===== src/rtl/lcdns_pkg.sv =====
// Package with the shared types, codes and timing constants of the LCD nibble sequencer.
`timescale 1ns / 1ps

package lcdns_pkg;

  localparam int unsigned JOB_DEPTH_DEFAULT = 2;

  localparam logic [2:0] REQ_INIT  = 3'd0;
  localparam logic [2:0] REQ_CMD   = 3'd1;
  localparam logic [2:0] REQ_CHAR  = 3'd2;
  localparam logic [2:0] REQ_CLEAR = 3'd3;
  localparam logic [2:0] REQ_GOTO  = 3'd4;

  localparam logic [2:0] CFG_ENABLE_PULSE  = 3'd0;
  localparam logic [2:0] CFG_NIBBLE_SETTLE = 3'd1;
  localparam logic [2:0] CFG_FUNCTION_SET  = 3'd2;
  localparam logic [2:0] CFG_DISPLAY_CTRL  = 3'd3;
  localparam logic [2:0] CFG_ENTRY_MODE    = 3'd4;

  localparam logic [7:0] CMD_CLEAR  = 8'h01;
  localparam logic [7:0] ADDR_LINE0 = 8'h80;
  localparam logic [7:0] ADDR_LINE1 = 8'hC0;
  localparam logic [5:0] COLUMN_MAX = 6'd39;
  localparam logic [3:0] NIB_WAKE   = 4'h3;
  localparam logic [3:0] NIB_4BIT   = 4'h2;

  localparam logic [14:0] INIT_WAIT_US         = 15'd20000;
  localparam logic [13:0] INIT_NIBBLE_EXTRA_US = 14'd10000;
  localparam logic [13:0] CLEAR_EXTRA_US       = 14'd5000;
  localparam logic [13:0] GOTO_EXTRA_US        = 14'd50;

  localparam logic [3:0] INIT_LAST_STEP = 4'd11;

  typedef enum logic [1:0] {
    EXTRA_NONE,
    EXTRA_CLEAR,
    EXTRA_GOTO
  } extra_t;

  typedef struct packed {
    logic       is_init;
    logic       rs;
    logic [7:0] data;
    extra_t     extra;
  } job_t;

  typedef struct packed {
    logic [7:0] enable_pulse_us;
    logic [7:0] nibble_settle_us;
    logic [7:0] function_set_byte;
    logic [7:0] display_control_byte;
    logic [7:0] entry_mode_byte;
  } cfg_t;

  typedef struct packed {
    logic        reg_select;
    logic [3:0]  nibble;
    logic [14:0] wait_before_us;
    logic [7:0]  enable_high_us;
    logic [13:0] wait_after_us;
    logic        last;
  } wr_t;

endpackage


===== src/rtl/lcdns_front.sv =====
// Front end that accepts requests and turns each valid one into a job descriptor.
`timescale 1ns / 1ps

module lcdns_front
  import lcdns_pkg::*;
(
  input  logic       in_push,
  input  logic       job_full,
  input  logic [2:0] in_req_type,
  input  logic [7:0] in_byte_value,
  input  logic       in_row,
  input  logic [5:0] in_column,
  output logic       in_full,
  output logic       job_push,
  output job_t       job
);

  logic       valid_type;
  logic [5:0] col_sat;

  assign col_sat = (in_column > COLUMN_MAX) ? COLUMN_MAX : in_column;

  always_comb begin
    valid_type = 1'b1;
    job = '{is_init: 1'b0, rs: 1'b0, data: in_byte_value, extra: EXTRA_NONE};
    unique case (in_req_type)
      REQ_INIT: begin
        job.is_init = 1'b1;
      end
      REQ_CMD: begin
      end
      REQ_CHAR: begin
        job.rs = 1'b1;
      end
      REQ_CLEAR: begin
        job.data  = CMD_CLEAR;
        job.extra = EXTRA_CLEAR;
      end
      REQ_GOTO: begin
        job.data  = (in_row ? ADDR_LINE1 : ADDR_LINE0) + {2'b00, col_sat};
        job.extra = EXTRA_GOTO;
      end
      default: begin
        valid_type = 1'b0;
      end
    endcase
  end

  assign in_full  = job_full;
  assign job_push = in_push && !job_full && valid_type;

endmodule


===== src/rtl/lcdns_job_fifo.sv =====
// Short job queue between the front end and the write sequencer.
`timescale 1ns / 1ps

module lcdns_job_fifo
  import lcdns_pkg::*;
#(
  parameter int unsigned DEPTH = JOB_DEPTH_DEFAULT
)
(
  input  logic clk,
  input  logic rst_n,
  input  logic push,
  input  job_t push_job,
  input  logic pop,
  output logic full,
  output logic empty,
  output job_t head
);

  localparam int unsigned PW = (DEPTH > 1) ? $clog2(DEPTH) : 1;
  localparam int unsigned CW = $clog2(DEPTH + 1);
  localparam logic [PW-1:0] LAST_PTR = PW'(DEPTH - 1);

  job_t          mem [DEPTH];
  logic [PW-1:0] wr_ptr_r;
  logic [PW-1:0] rd_ptr_r;
  logic [CW-1:0] count_r;
  logic          do_push;
  logic          do_pop;

  assign full    = (count_r == CW'(DEPTH));
  assign empty   = (count_r == '0);
  assign do_push = push && !full;
  assign do_pop  = pop && !empty;
  assign head    = mem[rd_ptr_r];

  always_ff @(posedge clk) begin
    if (do_push) begin
      mem[wr_ptr_r] <= push_job;
    end
  end

  always_ff @(posedge clk) begin
    if (!rst_n) begin
      wr_ptr_r <= '0;
      rd_ptr_r <= '0;
      count_r  <= '0;
    end else begin
      if (do_push) begin
        wr_ptr_r <= (wr_ptr_r == LAST_PTR) ? '0 : wr_ptr_r + 1'b1;
      end
      if (do_pop) begin
        rd_ptr_r <= (rd_ptr_r == LAST_PTR) ? '0 : rd_ptr_r + 1'b1;
      end
      if (do_push && !do_pop) begin
        count_r <= count_r + 1'b1;
      end else if (do_pop && !do_push) begin
        count_r <= count_r - 1'b1;
      end
    end
  end

endmodule


===== src/rtl/lcdns_back.sv =====
// Back end that steps through a job and issues one timed nibble write per cycle unless a held result stalls it.
`timescale 1ns / 1ps

module lcdns_back
  import lcdns_pkg::*;
(
  input  logic clk,
  input  logic rst_n,
  input  cfg_t cfg,
  input  logic job_empty,
  input  job_t job_head,
  output logic job_pop,
  input  logic out_pop,
  output logic out_empty,
  output wr_t  out_wr
);

  job_t       cur_r;
  logic       busy_r;
  logic [3:0] step_r;
  logic       out_valid_r;
  wr_t        out_r;
  wr_t        wr_nxt;
  logic       advance;
  logic       load;
  logic [7:0] init_byte;
  logic [7:0] run_byte;
  logic       low_half;

  assign advance   = busy_r && (!out_valid_r || out_pop);
  assign load      = !job_empty && (!busy_r || (advance && wr_nxt.last));
  assign job_pop   = load;
  assign out_empty = !out_valid_r;
  assign out_wr    = out_r;

  always_comb begin
    unique case (step_r[3:1])
      3'd2:    init_byte = cfg.function_set_byte;
      3'd3:    init_byte = cfg.display_control_byte;
      3'd4:    init_byte = cfg.entry_mode_byte;
      default: init_byte = CMD_CLEAR;
    endcase
  end

  always_comb begin
    run_byte = cur_r.is_init ? init_byte : cur_r.data;
    low_half = step_r[0];
    wr_nxt.reg_select     = cur_r.rs;
    wr_nxt.enable_high_us = cfg.enable_pulse_us;
    wr_nxt.wait_before_us = '0;
    wr_nxt.nibble         = low_half ? run_byte[3:0] : run_byte[7:4];
    wr_nxt.wait_after_us  = {6'd0, cfg.nibble_settle_us};
    if (cur_r.is_init) begin
      wr_nxt.last = (step_r == INIT_LAST_STEP);
      if (step_r < 4'd4) begin
        wr_nxt.nibble        = (step_r == 4'd3) ? NIB_4BIT : NIB_WAKE;
        wr_nxt.wait_after_us = {6'd0, cfg.nibble_settle_us} + INIT_NIBBLE_EXTRA_US;
        if (step_r == 4'd0) begin
          wr_nxt.wait_before_us = INIT_WAIT_US;
        end
      end
    end else begin
      wr_nxt.last = low_half;
      if (low_half) begin
        case (cur_r.extra)
          EXTRA_CLEAR: wr_nxt.wait_after_us = {6'd0, cfg.nibble_settle_us} + CLEAR_EXTRA_US;
          EXTRA_GOTO:  wr_nxt.wait_after_us = {6'd0, cfg.nibble_settle_us} + GOTO_EXTRA_US;
          default:     wr_nxt.wait_after_us = {6'd0, cfg.nibble_settle_us};
        endcase
      end
    end
  end

  always_ff @(posedge clk) begin
    if (load) begin
      cur_r <= job_head;
    end
    if (advance) begin
      out_r <= wr_nxt;
    end
  end

  always_ff @(posedge clk) begin
    if (!rst_n) begin
      busy_r      <= 1'b0;
      step_r      <= '0;
      out_valid_r <= 1'b0;
    end else begin
      if (advance) begin
        out_valid_r <= 1'b1;
      end else if (out_pop) begin
        out_valid_r <= 1'b0;
      end
      if (load) begin
        busy_r <= 1'b1;
        step_r <= '0;
      end else if (advance) begin
        if (wr_nxt.last) begin
          busy_r <= 1'b0;
        end
        step_r <= step_r + 1'b1;
      end
    end
  end

endmodule


===== src/rtl/char_lcd_nibble_sequencer_unit.sv =====
// Top level of the character LCD nibble sequencer with its configuration registers.
//
//   channel  ports                                   transfer when
//   input    in_push / in_full, request fields       in_push && !in_full
//   result   out_pop / out_empty, write fields       out_pop && !out_empty
//   config   cfg_valid / cfg_ready, index and data   cfg_valid && cfg_ready
//
// A request enters the job queue in the cycle it is taken, so a new request may be taken
// every cycle until the queue fills. The sequencer issues one write per cycle unless a held
// result stalls it: two for a command, character, clear or goto, and twelve for init.
// Reset returns the registers to their defaults and empties the queue and the output
// register. A held result stalls the sequencer, and a full queue raises in_full.
`timescale 1ns / 1ps

module char_lcd_nibble_sequencer_unit
  import lcdns_pkg::*;
#(
  parameter int unsigned JOB_DEPTH = JOB_DEPTH_DEFAULT
)
(
  input  logic        clk,
  input  logic        rst_n,
  input  logic        in_push,
  output logic        in_full,
  input  logic [2:0]  in_req_type,
  input  logic [7:0]  in_byte_value,
  input  logic        in_row,
  input  logic [5:0]  in_column,
  output logic        out_empty,
  input  logic        out_pop,
  output logic        out_reg_select,
  output logic [3:0]  out_nibble,
  output logic [14:0] out_wait_before_us,
  output logic [7:0]  out_enable_high_us,
  output logic [13:0] out_wait_after_us,
  output logic        out_last,
  input  logic        cfg_valid,
  output logic        cfg_ready,
  input  logic [2:0]  cfg_index,
  input  logic [7:0]  cfg_data
);

  cfg_t cfg_r;
  job_t front_job;
  job_t head_job;
  logic job_push;
  logic job_pop;
  logic job_full;
  logic job_empty;
  wr_t  wr;

  assign cfg_ready = 1'b1;

  always_ff @(posedge clk) begin
    if (!rst_n) begin
      cfg_r.enable_pulse_us      <= 8'd5;
      cfg_r.nibble_settle_us     <= 8'd40;
      cfg_r.function_set_byte    <= 8'h28;
      cfg_r.display_control_byte <= 8'h0C;
      cfg_r.entry_mode_byte      <= 8'h06;
    end else if (cfg_valid) begin
      unique case (cfg_index)
        CFG_ENABLE_PULSE:  cfg_r.enable_pulse_us      <= cfg_data;
        CFG_NIBBLE_SETTLE: cfg_r.nibble_settle_us     <= cfg_data;
        CFG_FUNCTION_SET:  cfg_r.function_set_byte    <= cfg_data;
        CFG_DISPLAY_CTRL:  cfg_r.display_control_byte <= cfg_data;
        CFG_ENTRY_MODE:    cfg_r.entry_mode_byte      <= cfg_data;
        default: begin
        end
      endcase
    end
  end

  lcdns_front u_front (
    .in_push       (in_push),
    .job_full      (job_full),
    .in_req_type   (in_req_type),
    .in_byte_value (in_byte_value),
    .in_row        (in_row),
    .in_column     (in_column),
    .in_full       (in_full),
    .job_push      (job_push),
    .job           (front_job)
  );

  lcdns_job_fifo #(
    .DEPTH (JOB_DEPTH)
  ) u_job_fifo (
    .clk      (clk),
    .rst_n    (rst_n),
    .push     (job_push),
    .push_job (front_job),
    .pop      (job_pop),
    .full     (job_full),
    .empty    (job_empty),
    .head     (head_job)
  );

  lcdns_back u_back (
    .clk       (clk),
    .rst_n     (rst_n),
    .cfg       (cfg_r),
    .job_empty (job_empty),
    .job_head  (head_job),
    .job_pop   (job_pop),
    .out_pop   (out_pop),
    .out_empty (out_empty),
    .out_wr    (wr)
  );

  assign out_reg_select     = wr.reg_select;
  assign out_nibble         = wr.nibble;
  assign out_wait_before_us = wr.wait_before_us;
  assign out_enable_high_us = wr.enable_high_us;
  assign out_wait_after_us  = wr.wait_after_us;
  assign out_last           = wr.last;

endmodule

===== config.mk =====
export PLATFORM = sky130hd
export DESIGN_NAME = char_lcd_nibble_sequencer_unit
export DESIGN_NICKNAME = d
export VERILOG_FILES = /design/src/rtl/lcdns_pkg.sv /design/src/rtl/lcdns_front.sv /design/src/rtl/lcdns_job_fifo.sv /design/src/rtl/lcdns_back.sv /design/src/rtl/char_lcd_nibble_sequencer_unit.sv
export SDC_FILE = /design/constraint.sdc
export NUM_CORES = 1
export LEC_CHECK = 0
export BUFFER_PORTS_ARGS = -buffer_cell sky130_fd_sc_hd__buf_2
export CAP_MARGIN = 20
export CORE_MARGIN = 2
export CORE_UTILIZATION = 30
export DETAILED_ROUTE_END_ITERATION = 16
export HOLD_SLACK_MARGIN = 0.03
export SKIP_CTS_REPAIR_TIMING = 1
export SLEW_MARGIN = 20
export SYNTH_ARGS = -nofsm -noshare
export SYNTH_HDL_FRONTEND = slang
export SYNTH_HIERARCHICAL = 1
export SYNTH_SLANG_ARGS = --single-unit

===== constraint.sdc =====
create_clock -name clk -period 2.1 [get_ports clk]
set_input_delay 0.21 -clock clk [delete_from_list [all_inputs] [get_ports clk]]
set_output_delay 0.21 -clock clk [all_outputs]
set_load 0.1 [all_outputs]

==> impl_summary.txt <==
----------------------------------------------------
[Run status]
  Result of the run ... completed

[Yosys]
  Total of flip-flops plus latches after synthesis ... between 100 and 150
  Number of synthesized flops with an enable pin ... 65
  Top FF cell, synth ... sky130_fd_sc_hd__edfxtp_1
  Sequential fraction of the synthesis area ... around 54%
  Average footprint of a synthesized cell ... around 12 um2
  Async set-reset flop share out of synthesis ... 0%
  Distinct cell type count of the synthesized netlist ... 75
  Post-Synthesis Cells ... 468
  Yosys synthesis warning count ... 6
  Synthesized area ... 5460 um2

[Die]
  Std cell rows ... slightly below 50
  Floorplan core area ... ~18000 um2
  Die area ... between 15000 and 20000 um2
  Effective utilization at floorplan ... 30.5%
  Y dimension of the die ... between 100 and 150 um
  Horizontal extent of the die ... between 100 and 150 um
  Top-Level Pins ... 80

[Place]
  Final weighted congestion in routability-driven placement ... approximately 0.85
  Port bufs ... 68
  Detailed Place HPWL ... approximately 8600 um
  Post-placement cell count ... 753

[Clock network]
  Root Driver ... sky130_fd_sc_hd__clkbuf_16
  Clock tree from TritonCTS ... done
  Post-CTS clock slew at the launch and capture registers of the worst setup and hold paths ... ~60 ps
  Max Root-Sink Buffers ... 2
  Number of buffers created by CTS ... 17
  Deepest level of the CTS H-tree ... 4
  # clock sinks ... around 120
  Clock Latency Late Sink ... between 400 and 500 ps

[Critical path]
  Required arrival time at the worst endpoint ... around 2500 ps
  Reg-to-reg critical path endpoint ... u_job_fifo/count_r[1]
  Worst reg2reg path depth ... 8
  Setup crit start kind ... flip-flop
  Type of the worst setup path ... reg2reg
  Worst Setup End Kind ... flip-flop
  Reg-to-reg setup timing slack ... between 100 and 150 ps
  Maximum fanout encountered on the critical timing path ... 3
  Startpoint of the worst register-to-register path ... u_back/step_r[0]
  Data arrival time of the worst path ... 2320 ps

[Cells and area]
  Area of combinational cells with multiple inputs ... 2200 um2
  FF/Latch Area ... between 2000 and 3000 um2
  Most frequent cells in the layout ... 68 x sky130_fd_sc_hd__buf_2, 65 x sky130_fd_sc_hd__edfxtp_1, 54 x sky130_fd_sc_hd__nand2_1, 48 x sky130_fd_sc_hd__dfxtp_1, 45 x sky130_fd_sc_hd__mux2i_1
  Fraction of final layout cells with drive strength greater than 1 ... between 20% and 30%
  Fill cell count ... between 1500 and 2000
  Diode insertion count for antenna repair ... 0
  Finished Layout Cells ... 785
  Most common library cell in the layout ignoring fill and taps ... sky130_fd_sc_hd__buf_2
  Net count of the finished layout ... around 600
  Layout overhead on the synthesized area ... 21.1%

[Detailed routing]
  Avg Vias per Cell ... slightly below 5
  Total wirelength of the detailed-routed design ... roughly 12000 um
  Count of antenna-violating nets left after detailed routing ... 0
  Iter 0 DRT Violations ... between 150 and 200
  DR DRC count ... 0
  Router iterations before antenna repair ... 4
  Routed wire per std cell ... about 15 um
  Via total after detailed routing ... approximately 3800

[Pwr]
  Maximum vdd drop ... between 0.0009 and 0.001 V
  Static leakage ... 2.66 nW
  Pint ... ~0.0054 W
  Fraction of power consumed by sequential logic ... 34.5%
  Switching power ... between 0.003 and 0.004 W
  Design Power ... 0.00919 W
  Relative contribution of combinational cells to total power ... 35.2%
  Proportion of total power due to net switching ... about two fifths
  Pwr per Cell Area ... 1390 nW/um2
  Clock share of power ... a little over 30%

[Timing]
  Fin. Hold Viols ... 0
  Fmax achieved ... ~500 MHz
  Setup repair after global routing missed its margin ... false
  Share of the clock period used by the worst path after layout ... between 90% and 100%
  Total setup violations reported at the end of the flow ... 0
  Slew Viols, Final ... 0
  Worst slew margin ... about 54%
  Setup TNS after final layout ... 0 ps
  Post-route clock skew ... 9.67 ps
  Slew at the pin with the worst max-slew slack ... around 690 ps
  Period minus WS final ... ~2000 ps

[GRT]
  Number of antenna violations at the first check in global routing ... 0
  Pin count of the biggest net entering global routing ... 30
  GRT Util Overall ... roughly 13%
  Global-route wire length before repair ... between 15000 and 20000 um
  Vias in the first global route ... approximately 3800
  Overflow left after global routing ... 0

[Worst hold path]
  Hold Path Depth ... 3
  Startpoint of the worst hold path ... cfg_data[0]
  Worst Hold Path EP ... cfg_r[32]
  Type of the most critical hold path ... in2reg

[Job]
  Max Cap Violations ... 0

----------------------------------------------------
power groups by stage:
stage | logic, W | clock network (W) | registers (W)
after floorplan | 0.00156 | 0 | 0.00431
after global placement | 0.00322 | 0 | 0.00321
after detailed placement | 0.00324 | 0 | 0.00323
after CTS | 0.00325 | 0.00285 | 0.00318
after global routing | 0.00342 | 0.00297 | 0.00322
final | 0.00324 | 0.00279 | 0.00317
cells in the mapped netlist, drive strengths merged, types with 3 or more instances:
cell type  instances  area share [%]
nor2b             18             2.3
edfxtp            65              36
a31oi              6            0.69
buf               30             3.8
xnor2              5            0.80
xor2               3            0.48
nor3               5            0.55
nand3              9            0.82
mux2              13             2.7
ha                12             2.7
mux2i             45             8.2
a211oi             3            0.41
inv               20             1.4
a21o               4            0.55
nand2             55             3.8
a21oi              7            0.85
nand3b             5            0.69
a32o               3            0.55
and3               4            0.46
a22oi              4            0.55
nor3b              5             1.1
nor2              11            0.89
nand2b             4            0.60
a21boi             4            0.55
dfxtp             51              19
o21ai             19             1.8
clkbuf            10            0.69
and2               5            0.57
layout make-up:
cell class / instances / share of cell area, %
Inverter: 21 / 1.25
Multi-Input combinational cell: 300 / 33.3
Clock buffer: 17 / 6.43
Tap cell: 229 / 4.33
Clock inverter: 15 / 2.40
Sequential cell: 116 / 45.0
Timing Repair Buffer: 87 / 7.31
how the worst max path moves through the flow:
stage                           startpoint               endpoint  slack (ps)  cells past startpoint
after detailed placement  u_back/step_r[0]  u_job_fifo/count_r[1]         140                      8
after global placement    u_back/step_r[0]  u_job_fifo/count_r[1]         190                      8
after global routing      u_back/step_r[1]  u_job_fifo/count_r[1]           4                      8
after floorplan           u_back/step_r[0]  u_job_fifo/count_r[1]        -100                      8
after CTS                 u_back/step_r[0]  u_job_fifo/count_r[1]         120                      8
final                     u_back/step_r[0]  u_job_fifo/count_r[1]         130                      8
registers in the layout, indices dropped and copies added (netlist names), named ones only:
name	flops
u_back/out_wr	29
u_job_fifo/rd_ptr_r	1
u_back/out_valid_r	1
u_job_fifo/count_r	2
u_job_fifo/wr_ptr_r	1
u_job_fifo/mem	24
u_back/cur_r	12
cfg_r	40
u_back/step_r	4
u_back/busy_r	1
layer usage:
metal | wire, um | track usage (%) | vias up
li1 | - | - | 1822
met1 | 5270 | 15.3 | 1825
met2 | 5820 | 21.1 | 100
met3 | 556 | 4.14 | 25
met4 | 365 | 6.38 | 0
met5 | 0 | 0 | -
cells by family after synthesis:
logic type / after synthesis / synth area share, %
adder cells (fa/ha/maj): 12 / 2.75
AO/OA/AOI/OAI: 72 / 9.39
buffers and inverters: 61 / 6.05
flip-flops: 116 / 54.4
other: 2 / 0.138
XOR/XNOR: 8 / 1.28
multiplexers: 59 / 11.3
AND/OR/NAND/NOR: 138 / 14.6
per-stage QoR:
step / cell area [um2] / util (%) / setup WS, ps / hold slack (ps)
2_1_floorplan: 5510 / - / -96.0 / 328
3_3_place_gp: 6030 / 33.7 / 186 / 411
3_5_place_dp: 6030 / 33.7 / 136 / 412
4_1_cts: 6610 / 36.9 / 124 / 60.9
5_1_grt: 6610 / 36.9 / 3.73 / 85.7
6_report: 6610 / 36.9 / 134 / 81.3
worst max-delay path, cell delays in order (launching register included):
cell and delay (ps):
sky130_fd_sc_hd__dfxtp_2 320, sky130_fd_sc_hd__ha_1 220, sky130_fd_sc_hd__and4b_1 230, sky130_fd_sc_hd__o21ai_2 200, sky130_fd_sc_hd__a21oi_4 80, sky130_fd_sc_hd__o21ai_2 80, sky130_fd_sc_hd__ha_1 280, sky130_fd_sc_hd__or3_1 350
sky130_fd_sc_hd__a21boi_1 130
(Power assumes the default switching activity.)
